==> src/sv/lgcs_pkg.sv <==
// types and constants shared by the gradient sampler modules
package lgcs_pkg;

    localparam logic ACT_LOAD   = 1'b0;
    localparam logic ACT_SAMPLE = 1'b1;

    localparam logic [2:0] CFG_RECT_LEFT    = 3'd0;
    localparam logic [2:0] CFG_RECT_TOP     = 3'd1;
    localparam logic [2:0] CFG_RECT_WIDTH   = 3'd2;
    localparam logic [2:0] CFG_RECT_HEIGHT  = 3'd3;
    localparam logic [2:0] CFG_AXIS_COS     = 3'd4;
    localparam logic [2:0] CFG_AXIS_SIN     = 3'd5;
    localparam logic [2:0] CFG_STOPS_IN_USE = 3'd6;

    localparam logic [16:0] T_ONE = 17'h10000;

    typedef struct packed {
        logic signed [15:0] rect_left;
        logic signed [15:0] rect_top;
        logic [14:0]        rect_width;
        logic [14:0]        rect_height;
        logic signed [15:0] axis_cos;
        logic signed [15:0] axis_sin;
        logic [3:0]         stops_in_use;
    } t_cfg;

    typedef struct packed {
        logic               action;
        logic [2:0]         stop_slot;
        logic [16:0]        stop_place;
        logic [31:0]        stop_rgba;
        logic signed [15:0] point_x;
        logic signed [15:0] point_y;
    } t_item;

    typedef struct packed {
        logic        start;
        logic [31:0] rem0;
        logic [15:0] low;
        logic [30:0] divisor;
        logic [4:0]  nbits;
    } t_div_req;

    typedef struct packed {
        logic        done;
        logic [15:0] quot;
        logic [31:0] rem;
    } t_div_rsp;

endpackage

==> src/sv/lgcs_if.sv <==
// channel interfaces of the gradient sampler
interface lgcs_in_if;
    logic               valid;
    logic               ready;
    logic               action;
    logic [2:0]         stop_slot;
    logic [16:0]        stop_place;
    logic [31:0]        stop_rgba;
    logic signed [15:0] point_x;
    logic signed [15:0] point_y;
    modport source (output valid, action, stop_slot, stop_place, stop_rgba, point_x, point_y,
                    input ready);
    modport sink (input valid, action, stop_slot, stop_place, stop_rgba, point_x, point_y,
                  output ready);
endinterface

interface lgcs_out_if;
    logic        valid;
    logic        ready;
    logic [31:0] sample_rgba;
    logic [16:0] axis_param;
    modport source (output valid, sample_rgba, axis_param, input ready);
    modport sink (input valid, sample_rgba, axis_param, output ready);
endinterface

interface lgcs_cfg_if;
    logic        valid;
    logic        ready;
    logic [2:0]  index;
    logic [15:0] data;
    modport source (output valid, index, data, input ready);
    modport sink (input valid, index, data, output ready);
endinterface

==> src/sv/lgcs_ram.sv <==
// generic single write port ram with registered read
module lgcs_ram #(
    parameter int WIDTH = 8,
    parameter int DEPTH = 8
) (
    input  logic                     i_clk,
    input  logic                     i_we,
    input  logic [$clog2(DEPTH)-1:0] i_waddr,
    input  logic [WIDTH-1:0]         i_wdata,
    input  logic [$clog2(DEPTH)-1:0] i_raddr,
    output logic [WIDTH-1:0]         o_rdata
);
    logic [WIDTH-1:0] r_mem [DEPTH];

    always_ff @(posedge i_clk) begin
        if (i_we) begin
            r_mem[i_waddr] <= i_wdata;
        end
        o_rdata <= r_mem[i_raddr];
    end
endmodule

==> src/sv/lgcs_div.sv <==
// bit serial restoring divider, one quotient bit per cycle
module lgcs_div (
    input  logic               i_clk,
    input  logic               i_rst_n,
    input  lgcs_pkg::t_div_req i_req,
    output lgcs_pkg::t_div_rsp o_rsp
);
    import lgcs_pkg::*;

    logic [31:0] r_rem;
    logic [15:0] r_low;
    logic [15:0] r_q;
    logic [30:0] r_div;
    logic [4:0]  r_cnt;
    logic        r_busy;
    logic        r_done;
    logic [31:0] w_tr;
    logic        w_ge;

    assign w_tr = {r_rem[30:0], r_low[15]};
    assign w_ge = w_tr >= {1'b0, r_div};

    always_ff @(posedge i_clk) begin
        if (!i_rst_n) begin
            r_busy <= 1'b0;
            r_done <= 1'b0;
            r_cnt  <= '0;
        end else if (i_req.start) begin
            r_busy <= 1'b1;
            r_done <= 1'b0;
            r_cnt  <= i_req.nbits;
        end else if (r_busy) begin
            r_cnt <= r_cnt - 5'd1;
            if (r_cnt == 5'd1) begin
                r_busy <= 1'b0;
                r_done <= 1'b1;
            end
        end
    end

    always_ff @(posedge i_clk) begin
        if (i_req.start) begin
            r_rem <= i_req.rem0;
            r_low <= i_req.low;
            r_div <= i_req.divisor;
            r_q   <= '0;
        end else if (r_busy) begin
            r_rem <= w_ge ? (w_tr - {1'b0, r_div}) : w_tr;
            r_low <= {r_low[14:0], 1'b0};
            r_q   <= {r_q[14:0], w_ge};
        end
    end

    assign o_rsp.done = r_done;
    assign o_rsp.quot = r_q;
    assign o_rsp.rem  = r_rem;
endmodule

==> src/sv/lgcs_front.sv <==
// front end: configuration registers, input acceptance and item queue
module lgcs_front (
    input  logic            i_clk,
    input  logic            i_rst_n,
    lgcs_in_if.sink         i_in,
    lgcs_cfg_if.sink        i_cfg,
    output lgcs_pkg::t_cfg  o_cfg,
    output logic            o_q_valid,
    output lgcs_pkg::t_item o_q_item,
    input  logic            i_q_pop
);
    import lgcs_pkg::*;

    t_item      r_q [2];
    logic       r_wp;
    logic       r_rp;
    logic [1:0] r_cnt;
    t_cfg       r_cfg;
    t_item      w_item;
    logic       w_push;
    logic       w_pop;

    assign i_in.ready  = (r_cnt != 2'd2);
    assign i_cfg.ready = 1'b1;
    assign w_push      = i_in.valid && i_in.ready;
    assign w_pop       = i_q_pop && (r_cnt != 2'd0);

    always_comb begin
        w_item.action     = i_in.action;
        w_item.stop_slot  = i_in.stop_slot;
        w_item.stop_place = i_in.stop_place;
        w_item.stop_rgba  = i_in.stop_rgba;
        w_item.point_x    = i_in.point_x;
        w_item.point_y    = i_in.point_y;
    end

    always_ff @(posedge i_clk) begin
        if (!i_rst_n) begin
            r_wp  <= 1'b0;
            r_rp  <= 1'b0;
            r_cnt <= 2'd0;
        end else begin
            if (w_push) begin
                r_wp <= ~r_wp;
            end
            if (w_pop) begin
                r_rp <= ~r_rp;
            end
            case ({w_push, w_pop})
                2'b10:   r_cnt <= r_cnt + 2'd1;
                2'b01:   r_cnt <= r_cnt - 2'd1;
                default: r_cnt <= r_cnt;
            endcase
        end
    end

    always_ff @(posedge i_clk) begin
        if (w_push) begin
            r_q[r_wp] <= w_item;
        end
    end

    always_ff @(posedge i_clk) begin
        if (!i_rst_n) begin
            r_cfg.rect_left    <= '0;
            r_cfg.rect_top     <= '0;
            r_cfg.rect_width   <= '0;
            r_cfg.rect_height  <= '0;
            r_cfg.axis_cos     <= 16'sd16384;
            r_cfg.axis_sin     <= '0;
            r_cfg.stops_in_use <= '0;
        end else if (i_cfg.valid && i_cfg.ready) begin
            case (i_cfg.index)
                CFG_RECT_LEFT:    r_cfg.rect_left    <= i_cfg.data;
                CFG_RECT_TOP:     r_cfg.rect_top     <= i_cfg.data;
                CFG_RECT_WIDTH:   r_cfg.rect_width   <= i_cfg.data[14:0];
                CFG_RECT_HEIGHT:  r_cfg.rect_height  <= i_cfg.data[14:0];
                CFG_AXIS_COS:     r_cfg.axis_cos     <= i_cfg.data;
                CFG_AXIS_SIN:     r_cfg.axis_sin     <= i_cfg.data;
                CFG_STOPS_IN_USE: r_cfg.stops_in_use <= i_cfg.data[3:0];
                default:          r_cfg.rect_left    <= r_cfg.rect_left;
            endcase
        end
    end

    assign o_cfg     = r_cfg;
    assign o_q_valid = (r_cnt != 2'd0);
    assign o_q_item  = r_q[r_rp];
endmodule

==> src/sv/lgcs_back.sv <==
// back end: stop table, projection, stop search and colour interpolation
module lgcs_back #(
    parameter int MAX_STOPS = 8
) (
    input  logic            i_clk,
    input  logic            i_rst_n,
    input  lgcs_pkg::t_cfg  i_cfg,
    input  logic            i_q_valid,
    input  lgcs_pkg::t_item i_q_item,
    output logic            o_q_pop,
    lgcs_out_if.source      o_res
);
    import lgcs_pkg::*;

    localparam int AW = $clog2(MAX_STOPS);
    localparam int NW = $clog2(MAX_STOPS + 1);

    localparam logic [3:0] S_IDLE = 4'd0;
    localparam logic [3:0] S_M0   = 4'd1;
    localparam logic [3:0] S_M1   = 4'd2;
    localparam logic [3:0] S_M2   = 4'd3;
    localparam logic [3:0] S_M3   = 4'd4;
    localparam logic [3:0] S_M4   = 4'd5;
    localparam logic [3:0] S_T    = 4'd6;
    localparam logic [3:0] S_TW   = 4'd7;
    localparam logic [3:0] S_C0   = 4'd8;
    localparam logic [3:0] S_CHK0 = 4'd9;
    localparam logic [3:0] S_CHKL = 4'd10;
    localparam logic [3:0] S_SCAN = 4'd11;
    localparam logic [3:0] S_MIXM = 4'd12;
    localparam logic [3:0] S_MIXS = 4'd13;
    localparam logic [3:0] S_MIXW = 4'd14;
    localparam logic [3:0] S_OUT  = 4'd15;

    logic [3:0]         r_state;
    logic signed [15:0] r_px;
    logic signed [15:0] r_py;
    logic signed [35:0] r_prod;
    logic signed [35:0] r_d;
    logic [30:0]        r_span;
    logic [16:0]        r_t;
    logic [AW-1:0]      r_idx;
    logic [16:0]        r_prev_pos;
    logic [31:0]        r_prev_col;
    logic [16:0]        r_num;
    logic [16:0]        r_den;
    logic [31:0]        r_ca;
    logic [31:0]        r_cb;
    logic [1:0]         r_ch;
    logic [31:0]        r_col;
    logic               r_ovalid;
    logic [31:0]        r_orgba;
    logic [16:0]        r_oparam;

    logic [NW-1:0]      w_n;
    logic [AW-1:0]      w_last;
    logic               w_we;
    logic [AW-1:0]      w_raddr;
    logic [48:0]        w_rdata;
    logic [16:0]        w_pos;
    logic [31:0]        w_col;
    logic signed [16:0] w_dx;
    logic signed [16:0] w_dy;
    logic signed [17:0] w_ma;
    logic signed [17:0] w_mb;
    logic [35:0]        w_pabs;
    logic               w_dpos;
    logic               w_dge;
    logic               w_tstart;
    logic               w_rnd;
    logic [7:0]         w_a;
    logic [7:0]         w_b;
    logic signed [8:0]  w_diff;
    logic signed [28:0] w_y;
    logic [9:0]         w_v;
    t_div_req           w_req;
    t_div_rsp           w_rsp;

    always_comb begin
        if (32'(i_cfg.stops_in_use) > MAX_STOPS) begin
            w_n = NW'(MAX_STOPS);
        end else begin
            w_n = NW'(i_cfg.stops_in_use);
        end
    end
    assign w_last = AW'(32'(w_n) - 32'd1);

    assign o_q_pop = (r_state == S_IDLE) && i_q_valid;
    assign w_we    = o_q_pop && (i_q_item.action == ACT_LOAD)
                     && (32'(i_q_item.stop_slot) < MAX_STOPS);

    always_comb begin
        case (r_state)
            S_C0:    w_raddr = '0;
            S_CHK0:  w_raddr = w_last;
            S_CHKL:  w_raddr = AW'(1);
            S_SCAN:  w_raddr = r_idx + AW'(1);
            default: w_raddr = '0;
        endcase
    end

    lgcs_ram #(.WIDTH(49), .DEPTH(MAX_STOPS)) u_stops (
        .i_clk   (i_clk),
        .i_we    (w_we),
        .i_waddr (AW'(i_q_item.stop_slot)),
        .i_wdata ({i_q_item.stop_place, i_q_item.stop_rgba}),
        .i_raddr (w_raddr),
        .o_rdata (w_rdata)
    );

    assign w_pos = w_rdata[48:32];
    assign w_col = w_rdata[31:0];

    assign w_dx   = $signed({r_px[15], r_px}) - $signed({i_cfg.rect_left[15], i_cfg.rect_left});
    assign w_dy   = $signed({r_py[15], r_py}) - $signed({i_cfg.rect_top[15], i_cfg.rect_top});
    assign w_a    = r_ca[{r_ch, 3'b000} +: 8];
    assign w_b    = r_cb[{r_ch, 3'b000} +: 8];
    assign w_diff = $signed({1'b0, w_b}) - $signed({1'b0, w_a});

    always_comb begin
        case (r_state)
            S_M0: begin
                w_ma = {w_dx[16], w_dx};
                w_mb = {{2{i_cfg.axis_cos[15]}}, i_cfg.axis_cos};
            end
            S_M1: begin
                w_ma = {w_dy[16], w_dy};
                w_mb = {{2{i_cfg.axis_sin[15]}}, i_cfg.axis_sin};
            end
            S_M2: begin
                w_ma = {3'b000, i_cfg.rect_width};
                w_mb = {{2{i_cfg.axis_cos[15]}}, i_cfg.axis_cos};
            end
            S_M3: begin
                w_ma = {3'b000, i_cfg.rect_height};
                w_mb = {{2{i_cfg.axis_sin[15]}}, i_cfg.axis_sin};
            end
            S_MIXM: begin
                w_ma = {{9{w_diff[8]}}, w_diff};
                w_mb = {1'b0, r_num};
            end
            default: begin
                w_ma = '0;
                w_mb = '0;
            end
        endcase
    end

    always_ff @(posedge i_clk) begin
        r_prod <= w_ma * w_mb;
    end

    assign w_pabs   = r_prod[35] ? 36'(-r_prod) : 36'(r_prod);
    assign w_dpos   = !r_d[35] && (r_d != 36'sd0);
    assign w_dge    = r_d >= $signed({5'b00000, r_span});
    assign w_tstart = (r_state == S_T) && (r_span != 31'd0) && w_dpos && !w_dge;
    assign w_rnd    = (w_rsp.rem + {2'b00, r_span[30:1]}) >= {1'b0, r_span};

    assign w_y = $signed({3'b000, r_den, 9'b0}) + $signed({12'b0, r_den})
                 + $signed({r_prod[27:0], 1'b0});
    assign w_v = {2'b00, w_a} + {1'b0, w_rsp.quot[8:0]} - 10'd256;

    always_comb begin
        if (r_state == S_MIXS) begin
            w_req.start   = 1'b1;
            w_req.rem0    = {13'b0, w_y[27:9]};
            w_req.low     = {w_y[8:0], 7'b0};
            w_req.divisor = {13'b0, r_den, 1'b0};
            w_req.nbits   = 5'd9;
        end else begin
            w_req.start   = w_tstart;
            w_req.rem0    = {1'b0, r_d[30:0]};
            w_req.low     = '0;
            w_req.divisor = r_span;
            w_req.nbits   = 5'd16;
        end
    end

    lgcs_div u_div (
        .i_clk   (i_clk),
        .i_rst_n (i_rst_n),
        .i_req   (w_req),
        .o_rsp   (w_rsp)
    );

    always_ff @(posedge i_clk) begin
        if (!i_rst_n) begin
            r_state  <= S_IDLE;
            r_ovalid <= 1'b0;
        end else begin
            if ((r_state == S_OUT) && (!r_ovalid || o_res.ready)) begin
                r_ovalid <= 1'b1;
            end else if (o_res.ready) begin
                r_ovalid <= 1'b0;
            end
            case (r_state)
                S_IDLE: begin
                    if (i_q_valid && (i_q_item.action == ACT_SAMPLE)) begin
                        r_state <= S_M0;
                    end
                end
                S_M0: r_state <= S_M1;
                S_M1: r_state <= S_M2;
                S_M2: r_state <= S_M3;
                S_M3: r_state <= S_M4;
                S_M4: r_state <= S_T;
                S_T: begin
                    r_state <= w_tstart ? S_TW : S_C0;
                end
                S_TW: begin
                    if (w_rsp.done) begin
                        r_state <= S_C0;
                    end
                end
                S_C0: begin
                    r_state <= (w_n == '0) ? S_OUT : S_CHK0;
                end
                S_CHK0: begin
                    r_state <= ((w_n == NW'(1)) || (r_t <= w_pos)) ? S_OUT : S_CHKL;
                end
                S_CHKL: begin
                    r_state <= (r_t >= w_pos) ? S_OUT : S_SCAN;
                end
                S_SCAN: begin
                    if ((r_prev_pos <= r_t) && (r_t <= w_pos)) begin
                        r_state <= (w_pos <= r_prev_pos) ? S_OUT : S_MIXM;
                    end else if (r_idx == w_last) begin
                        r_state <= S_OUT;
                    end
                end
                S_MIXM: r_state <= S_MIXS;
                S_MIXS: r_state <= S_MIXW;
                S_MIXW: begin
                    if (w_rsp.done) begin
                        r_state <= (r_ch == 2'd0) ? S_OUT : S_MIXM;
                    end
                end
                S_OUT: begin
                    if (!r_ovalid || o_res.ready) begin
                        r_state <= S_IDLE;
                    end
                end
                default: r_state <= S_IDLE;
            endcase
        end
    end

    always_ff @(posedge i_clk) begin
        case (r_state)
            S_IDLE: begin
                r_px <= i_q_item.point_x;
                r_py <= i_q_item.point_y;
            end
            S_M1: r_d <= r_prod;
            S_M2: r_d <= r_d + r_prod;
            S_M3: begin
                if (r_prod[35]) begin
                    r_d <= r_d - r_prod;
                end
                r_span <= 31'(w_pabs);
            end
            S_M4: begin
                if (r_prod[35]) begin
                    r_d <= r_d - r_prod;
                end
                r_span <= r_span + 31'(w_pabs);
            end
            S_T: begin
                if ((r_span == 31'd0) || !w_dpos) begin
                    r_t <= '0;
                end else if (w_dge) begin
                    r_t <= T_ONE;
                end
            end
            S_TW: begin
                if (w_rsp.done) begin
                    r_t <= {1'b0, w_rsp.quot} + {16'b0, w_rnd};
                end
            end
            S_C0: begin
                if (w_n == '0) begin
                    r_col <= '0;
                end
            end
            S_CHK0: begin
                r_col      <= w_col;
                r_prev_pos <= w_pos;
                r_prev_col <= w_col;
            end
            S_CHKL: begin
                r_col <= w_col;
                r_idx <= AW'(1);
            end
            S_SCAN: begin
                if ((r_prev_pos <= r_t) && (r_t <= w_pos)) begin
                    r_col <= r_prev_col;
                    r_num <= r_t - r_prev_pos;
                    r_den <= w_pos - r_prev_pos;
                    r_ca  <= r_prev_col;
                    r_cb  <= w_col;
                    r_ch  <= 2'd3;
                end else begin
                    r_col      <= w_col;
                    r_prev_pos <= w_pos;
                    r_prev_col <= w_col;
                    r_idx      <= r_idx + AW'(1);
                end
            end
            S_MIXW: begin
                if (w_rsp.done) begin
                    r_col[{r_ch, 3'b000} +: 8] <= w_v[7:0];
                    r_ch <= r_ch - 2'd1;
                end
            end
            S_OUT: begin
                if (!r_ovalid || o_res.ready) begin
                    r_orgba  <= r_col;
                    r_oparam <= r_t;
                end
            end
            default: r_col <= r_col;
        endcase
    end

    assign o_res.valid       = r_ovalid;
    assign o_res.sample_rgba = r_orgba;
    assign o_res.axis_param  = r_oparam;
endmodule

==> src/sv/linear_gradient_color_sampler_top.sv <==
// top level of the linear gradient colour sampler
//
// i_in carries load and sample transactions; a load writes one stop
// (position and premultiplied colour) into the stop table and gives no
// result, a sample gives one transaction on o_res with the colour and t.
// i_cfg writes the rectangle, axis and stop count registers; it is always
// ready. The user must see that it is written only while no transaction
// is in flight; the block itself does not enforce this. A two-entry
// queue sits between input acceptance and the sample engine, so inputs
// keep being taken while a result waits on o_res. A load is popped by
// the engine and written into the stop table. A sample is popped, then
// projected on one shared multiplier, then divided by the 16 step serial
// divider when needed, then goes through a stop search reading the stop
// table one entry per cycle and, when it falls between two stops, a
// serial interpolation of the four colour channels through the same
// divider, and is then output.
// Reset clears the registers to their defaults and empties the queue;
// the stop table is undefined until loaded. When o_res stalls, the
// engine holds its finished result and stops, and the queue fills.
module linear_gradient_color_sampler_top #(
    parameter int MAX_STOPS = 8
) (
    input  logic        i_clk,
    input  logic        i_rst_n,
    lgcs_in_if.sink     i_in,
    lgcs_cfg_if.sink    i_cfg,
    lgcs_out_if.source  o_res
);
    import lgcs_pkg::*;

    t_cfg  w_cfg;
    logic  w_q_valid;
    t_item w_q_item;
    logic  w_q_pop;

    lgcs_front u_front (
        .i_clk     (i_clk),
        .i_rst_n   (i_rst_n),
        .i_in      (i_in),
        .i_cfg     (i_cfg),
        .o_cfg     (w_cfg),
        .o_q_valid (w_q_valid),
        .o_q_item  (w_q_item),
        .i_q_pop   (w_q_pop)
    );

    lgcs_back #(.MAX_STOPS(MAX_STOPS)) u_back (
        .i_clk     (i_clk),
        .i_rst_n   (i_rst_n),
        .i_cfg     (w_cfg),
        .i_q_valid (w_q_valid),
        .i_q_item  (w_q_item),
        .o_q_pop   (w_q_pop),
        .o_res     (o_res)
    );
endmodule
==> src/flat_wrapper.sv <==
// flat-port wrapper written by rule: the top's interface ports become plain ports
module linear_gradient_color_sampler_top_flat import lgcs_pkg::*;
#(
    parameter int MAX_STOPS = 8
)
  (i_clk, i_rst_n, i_in_valid, i_in_action, i_in_stop_slot, i_in_stop_place, i_in_stop_rgba, i_in_point_x, i_in_point_y, i_in_ready, i_cfg_valid, i_cfg_index, i_cfg_data, i_cfg_ready, o_res_valid, o_res_sample_rgba, o_res_axis_param, o_res_ready);
  lgcs_in_if i_in_i ();
  lgcs_cfg_if i_cfg_i ();
  lgcs_out_if o_res_i ();
  input  logic i_clk;
  input  logic i_rst_n;
  input wire logic [$bits(i_in_i.valid)-1:0] i_in_valid;
  input wire logic [$bits(i_in_i.action)-1:0] i_in_action;
  input wire logic [$bits(i_in_i.stop_slot)-1:0] i_in_stop_slot;
  input wire logic [$bits(i_in_i.stop_place)-1:0] i_in_stop_place;
  input wire logic [$bits(i_in_i.stop_rgba)-1:0] i_in_stop_rgba;
  input wire logic [$bits(i_in_i.point_x)-1:0] i_in_point_x;
  input wire logic [$bits(i_in_i.point_y)-1:0] i_in_point_y;
  output wire logic [$bits(i_in_i.ready)-1:0] i_in_ready;
  input wire logic [$bits(i_cfg_i.valid)-1:0] i_cfg_valid;
  input wire logic [$bits(i_cfg_i.index)-1:0] i_cfg_index;
  input wire logic [$bits(i_cfg_i.data)-1:0] i_cfg_data;
  output wire logic [$bits(i_cfg_i.ready)-1:0] i_cfg_ready;
  output wire logic [$bits(o_res_i.valid)-1:0] o_res_valid;
  output wire logic [$bits(o_res_i.sample_rgba)-1:0] o_res_sample_rgba;
  output wire logic [$bits(o_res_i.axis_param)-1:0] o_res_axis_param;
  input wire logic [$bits(o_res_i.ready)-1:0] o_res_ready;
  assign i_in_i.valid = i_in_valid;
  assign i_in_i.action = i_in_action;
  assign i_in_i.stop_slot = i_in_stop_slot;
  assign i_in_i.stop_place = i_in_stop_place;
  assign i_in_i.stop_rgba = i_in_stop_rgba;
  assign i_in_i.point_x = i_in_point_x;
  assign i_in_i.point_y = i_in_point_y;
  assign i_in_ready = i_in_i.ready;
  assign i_cfg_i.valid = i_cfg_valid;
  assign i_cfg_i.index = i_cfg_index;
  assign i_cfg_i.data = i_cfg_data;
  assign i_cfg_ready = i_cfg_i.ready;
  assign o_res_valid = o_res_i.valid;
  assign o_res_sample_rgba = o_res_i.sample_rgba;
  assign o_res_axis_param = o_res_i.axis_param;
  assign o_res_i.ready = o_res_ready;
  linear_gradient_color_sampler_top #(.MAX_STOPS(MAX_STOPS)) u_core (.i_clk(i_clk), .i_rst_n(i_rst_n), .i_in(i_in_i), .i_cfg(i_cfg_i), .o_res(o_res_i));
endmodule
==> config.mk <==
export PLATFORM = sky130hd
export DESIGN_NAME = linear_gradient_color_sampler_top_flat
export DESIGN_NICKNAME = d
export VERILOG_FILES = /design/src/sv/lgcs_pkg.sv /design/src/sv/lgcs_if.sv /design/src/sv/lgcs_ram.sv /design/src/sv/lgcs_div.sv /design/src/sv/lgcs_front.sv /design/src/sv/lgcs_back.sv /design/src/sv/linear_gradient_color_sampler_top.sv /design/src/flat_wrapper.sv
export SDC_FILE = /design/constraint.sdc
export NUM_CORES = 2
export LEC_CHECK = 0
export ABC_AREA = 1
export BUFFER_PORTS_ARGS = -buffer_cell sky130_fd_sc_hd__buf_2
export CAP_MARGIN = 30
export CORE_MARGIN = 2
export CORE_UTILIZATION = 30
export CTS_CLUSTER_DIAMETER = 150
export DETAILED_ROUTE_END_ITERATION = 8
export PLACE_DENSITY = 0.5
export SETUP_SLACK_MARGIN = 0.2
export SLEW_MARGIN = 20
export SYNTH_ARGS = -nofsm -noshare
export SYNTH_HDL_FRONTEND = slang
export SYNTH_SLANG_ARGS = --single-unit
==> constraint.sdc <==
create_clock -name i_clk -period 22.3 [get_ports i_clk]
set_input_delay 2.23 -clock i_clk [delete_from_list [all_inputs] [get_ports i_clk]]
set_output_delay 2.23 -clock i_clk [all_outputs]
set_load 0.02 [all_outputs]
# Word-level counts from Yosys, hierarchy flattened
# Memory sizes are Yosys's and may differ from the RTL's. A register that Yosys moved wholly into a read port is not among the register bits.
# Index checks and enable logic that the tools add are counted.
[totals] register_bits=594 ramBits=562 in_bits=109 output_inout_bits=52 word_cells=232 n_memories=2
[op_classes] n_addsub=23 multipliers=1 magnitude_cmp=8 eq_ne=37 shifts=4 muxes=58 bitwise=4 reduce_logical=58
[memory_table] name="u_core.u_back.u_stops.r_mem" words=8 width=49 rd=1 rd_clocked_by_memory_dff=1 write_ports=1 line="lgcs_ram.sv:13" source="logic [WIDTH-1:0] r_mem [DEPTH];"
[memory_table] name="u_core.u_front.r_q" words=2 width=85 rd=1 rd_clocked_by_memory_dff=1 write_ports=1 line="lgcs_front.sv:14" source="t_item r_q [2];"
[op_table] cell="2-to-1 mux 32 bit" count=6
[op_table] cell="case mux 32 bit (4 select lines)" count=1
[op_table] cell="case mux 36 bit (3 select lines)" count=1
[op_table] cell="case mux 18 bit (5 select lines)" count=1
[op_table] cell="2-to-1 mux 85 bit" count=1
[op_table] cell="2-to-1 mux 17 bit" count=4
[op_table] cell="case mux 17 bit (2 select lines)" count=2
[op_table] cell="greater-or-equal comparator 32 x 31 -> 1 bit" count=2
[op_table] cell="case mux 32 bit (2 select lines)" count=1
[op_table] cell="case mux 4 bit (16 select lines)" count=1
[op_table] cell="variable part select 32 x 6 -> 8 bit" count=2
[op_table] cell="case mux 31 bit (2 select lines)" count=1
[op_table] cell="case mux 18 bit (3 select lines)" count=1
[op_table] cell="<= comparator 17 bit" count=3
[op_table] cell="adder 36 bit" count=1
[op_table] cell="greater-or-equal comparator 36 x 32 -> 1 bit" count=1
[op_table] cell="multiplier 18 x 18 -> 36 bit" count=1
[op_table] cell="2-to-1 mux 36 bit" count=1
[op_table] cell="nonzero test 36 bit" count=1
[op_table] cell="subtractor 36 bit" count=1
[op_table] cell="subtractor 16 x 16 -> 17 bit" count=2
[op_table] cell="subtractor 17 bit" count=2
[op_table] cell="adder 32 x 30 -> 32 bit" count=1
[op_table] cell="bitwise mux 32 bit" count=1
[op_table] cell="60 further kinds" count=154

# Longest topological paths before layout
[depth] word_depth=7 ltp_mapped=44

# Modules after synthesis
# Synthesis repeated with hierarchy kept, for this count alone.
[unflattened] hier_cells=9134 area_unflattened_um2=78486.5
[by_module_without_submodules] module="lgcs_back" n_inst=1 cells_per_inst=5520 area_per_inst_um2=43180.2
[by_module_without_submodules] module="lgcs_ram" n_inst=1 cells_per_inst=1761 area_per_inst_um2=18132.4
[by_module_without_submodules] module="lgcs_front" n_inst=1 cells_per_inst=853 area_per_inst_um2=10083.4
[by_module_without_submodules] module="lgcs_div" n_inst=1 cells_per_inst=1000 area_per_inst_um2=7090.6

# Least setup slack after synthesis
# OpenSTA, ideal clock, no wires.
[synth_path] kind="reg-to-reg" startpoint="reg u_core.u_back.r_ch[0]" endpoint="reg u_core.u_back.r_prod[29]" setup_ns=0.113 t_arrival_ns=7.990 t_required_ns=22.187 slack_ns=14.197 path_stages_with_launch=41 period_less_slack_ns=8.103 cell_sequence="edfxtp_1 clkbuf_1 clkinv_1 clkbuf_1 o21ai_0 o22ai_1 ha_1 fa_1 nand3b_1 nand2_1 nand2_1 nand2_1 a21oi_1 nor2_1 o21ai_0 nand2_1 nand3_1 nand3b_1 [5 not listed] inv_1 fa_1 inv_1 fa_1 inv_1 fa_1 inv_1 fa_1 inv_1 ha_1 nand2_1 nor3_1 a21oi_1 o21ai_0 a21boi_0 or2_2 nand3_1 nand2_1"
[synth_between] elab_chain_cells=4 elab_cells_between_ends=5
[synth_rtl] element="start: declaration" line="lgcs_back.sv:49" source="logic [1:0] r_ch;"
[synth_rtl] element="start signal: assignment" line="lgcs_back.sv:312" source="r_ch <= r_ch - 2'd1;"
[synth_rtl] element="variable part select 32 x 6 -> 8 bit, on equally long branches" line="lgcs_back.sv:117, lgcs_back.sv:116"
[synth_rtl] element="subtractor 8 x 8 -> 9 bit *" line="lgcs_back.sv:118" source="assign w_diff = $signed({1'b0, w_b}) - $signed({1'b0, w_a});"
[synth_rtl] element="case mux 18 bit (5 select lines) *" line="lgcs_back.sv:121" source="case (r_state)"
[synth_rtl] element="multiplier 18 x 18 -> 36 bit *" line="lgcs_back.sv:150" source="r_prod <= w_ma * w_mb;"
[synth_rtl] element="end signal: assignment" line="lgcs_back.sv:150"
[synth_rtl] element="end: declaration" line="lgcs_back.sv:38" source="logic signed [35:0] r_prod;"
# Every way passes the cells marked *; elsewhere a longest branch is shown, timed or not.
# A chain may end at the register's enable or synchronous reset.

# Worst setup path after layout
[layout_path] startpoint="reg u_core.u_back.r_ch[0]" endpoint="reg u_core.u_back.r_prod[35]"
# The elaborated chain is that of the path after synthesis.

==> out/qor.txt <==
Syn avg cell area = 9.19 um^2
Crit path max-delay family = adder cells
I/O pin count = 161
H-tree depth = 4
WP buf/inv = 7
Final Wtd Congestion = 0.921
Asr flop ratio synth = 0%
Crit path capture type = flop
Std cell rows = 183
Setup TNS = 0 ns
GRT Total Usage = 18.1%
Hold crit path type = reg -> reg
Status = complete, no violations
Detailed Route WL = 231000 um
EDFF count, synth = 983
Vias/cell = 4.80
Data required, critical path = 22.96 ns
Post-synthesis sequential area ratio = 45.3%
Initial antenna violation count = 7
Post-synthesis xor/xnor area fraction = 2.60%
Setup Crit Path Kind = reg -> reg
RSZ-0062 raised after global routing = false
Final Hold Vio Count = 0
Utilization after layout = 33.9%
First-pass DRT Iterations = 6
Post-route ant nets = 0
Mux share of post-synthesis cell area = 1.24%
Final HPWL DP = 176000 um
Yosys reg bits = 1199
Grt total ovfl = 0
DRC = 0
Clock buffer depth = 3
Pwr Density = 93.4 nW/um^2
PortBufs = 159
Ratio of cells with drive above 1 in the final layout = 7.31%
Worst path slowest cell = nand3_1
Final min period = 9.80 ns
Peak supply drop = 0.0731 mV
Worst hold slack = 0.433 ns
Combinational family with the most area after synthesis = adder cells
Clock latency on the worst-skew pair = 0.83 ns
Clock sinks = 1199
Die area = 253000 um^2
CP startpoint kind = flop
Height of the die = 503 um
Post-synthesis compound-gate area fraction = 12.2%
Worst path max stage delay = 0.77 ns
Die W = 503 um
Measured slew at the worst slew-check pin = 1.11 ns
Most frequent cells in the layout = nand2_1 (1533), inv_1 (1342), edfxtp_1 (983), o21ai_0 (661), nor2_1 (610)
CTS Buf Count = 140
Initial Utilization = 30.1%
Final setup violating endpoints = 0
DP Cell Count = 11400
Core Footprint = 248000 um^2
Vias in the first global route = 55700
TritonCTS clock tree = built
Cell Count, Final, Fillers Out = 11700
Commonest non-fill, non-tap cell in the layout = nand2_1
Clock skew = 0.0819 ns
DR WL/cell = 19.8 um
Worst path most repeated cell = nand2_1
Adder-cell share of the synthesized area = 16.0%
Storage cell area = 33800 um^2
CTS clk-pin slew, worst paths = 0.06 ns
Critical Path AT = 10.46 ns
Main synth FF type = edfxtp_1
Via count = 56200
FILL cells = 25400
Tcrit/Tclk final = 43.9%
Largest net degree at the start of global routing = 234
Max-cap viol count = 0
Root Buffer = clkbuf_16
Slew headroom = 25.6%
Static Leakage = 36.1 nW
First-pass GRT wire length = 348000 um
Peak fanout along the critical path = 46
Hold buffers post-CTS = 0
Synth warnings = 0
Mapped Area = 74700 um^2
DR iter-0 viols = 4365
Setup bufs post-CTS = 0
Area of the multi-input gates = 34900 um^2
Post-synthesis simple-gate area fraction = 14.4%
Area grow syn2layout = 12.7%
F_max = 102 MHz
Mapped Nets = 8988
Unique masters post-synth = 62
Post-Synthesis Cells = 8122
Final net count = 9124
Resized cells post-CTS = 0
Count of pins over their slew limit = 0
[stage by stage]
step / setup WS (ns) / power [W] / instance area [um^2]
finish: 12.50 / 0.00786 / 84200
global route: 11.73 / 0.00834 / 84200
CTS: 12.35 / 0.00791 / 84100
detailed placement: 12.37 / 0.00552 / 79300
global placement: 12.28 / 0.00551 / 79300
floorplan: 14.20 / 0.00469 / 74700
[final timing paths]
check	startpoint	endpoint	slack [ns]	cells after the start
max reg2reg	u_core.u_back.r_ch[0]	u_core.u_back.r_prod[35]	12.50	37
min	u_core.u_back.u_stops.o_rdata[22]	u_core.u_back.r_cb[22]	0.43	0
min reg2reg	u_core.u_back.u_stops.o_rdata[22]	u_core.u_back.r_cb[22]	0.43	0
max	u_core.u_back.r_ch[0]	u_core.u_back.r_prod[35]	12.50	37
[synthesized netlist by cell type (all sizes together), types with 2 or more instances]
cell	instances	area share, %
a32oi	8	0.094
a22oi	4	0.040
o2111ai	6	0.070
a21o	44	0.44
o21a	13	0.13
a21oi	536	3.7
edfxtp	983	40
xor2	139	1.6
a31oi	81	0.68
a22o	3	0.035
xnor2	83	0.97
nand4	78	0.65
and2	2	0.017
fa	331	8.9
or2	19	0.16
buf	85	0.60
inv	1357	6.8
o21bai	25	0.25
o31ai	13	0.13
o22ai	18	0.17
dfxtp	216	5.8
nor2	634	3.2
nand3b	19	0.19
o21ai	736	4.9
nand2	1536	7.7
nor4	17	0.16
a31o	2	0.023
o32ai	5	0.059
clkinv	7	0.035
and3	4	0.034
clkbuf	146	0.74
a221oi	8	0.094
nor3	66	0.45
o221ai	8	0.094
a211oi	7	0.070
o211ai	93	0.93
nor3b	9	0.097
ha	426	7.1
mux2	82	1.2
nand3	248	1.7
a21boi	22	0.22
[state kept, by name, indices dropped and copies added (netlist names), 36 cells and up, named ones only]
register / flops
u_core.u_front.o_cfg: 98
u_core.u_back.r_prod: 36
u_core.u_back.r_d: 36
u_core.u_back.u_stops.r_mem: 392
u_core.u_back.u_stops.o_rdata: 49
u_core.u_front.r_q: 170
[worst reg2reg max path, delay by kind of cell (launching register included)]
family / cells / cell delay, ns
adder cells (fa/ha/maj): 9 / 4.31
AND/OR/NAND/NOR: 16 / 3.12
buffers and inverters: 7 / 1.27
AO/OA/AOI/OAI: 5 / 0.67
flip-flops: 1 / 0.32
[logic make-up (layout without fill, tap and decap cells)]
| logic type | after synthesis | count (layout) |
|---|---|---|
| AO/OA/AOI/OAI | 1633 | 1633 |
| adder cells (fa/ha/maj) | 757 | 757 |
| multiplexers | 82 | 82 |
| other | 1 | 6 |
| flip-flops | 1199 | 1199 |
| buffers and inverters | 1595 | 1847 |
| AND/OR/NAND/NOR | 2633 | 2633 |
| XOR/XNOR | 222 | 222 |
[cell type report]
class,count,area share [%]
well taps,3330,4.95
clock buffers,190,4.50
repair buffers,225,1.64
flip-flops and latches,1199,40.2
inverters,1364,6.09
diodes,5,0.0149
clock inverters,68,1.15
multi-input cells,5328,41.4
[layer usage]
metal  up-vias  GRT usage (%)  routed length, um
li1      27300              -                  -
met1     27100           24.4             105000
met2      1501           29.9             108000
met3       314           2.51              11900
met4         0           5.65               7100
met5         -              0                  0
[where the power goes]
part	switching, W	internal, W
clock network	0.00100	0.00136
logic	0.00181	0.000871
registers	0.000134	0.00269
total	0.00295	0.00492
(Power assumes the default switching activity.)
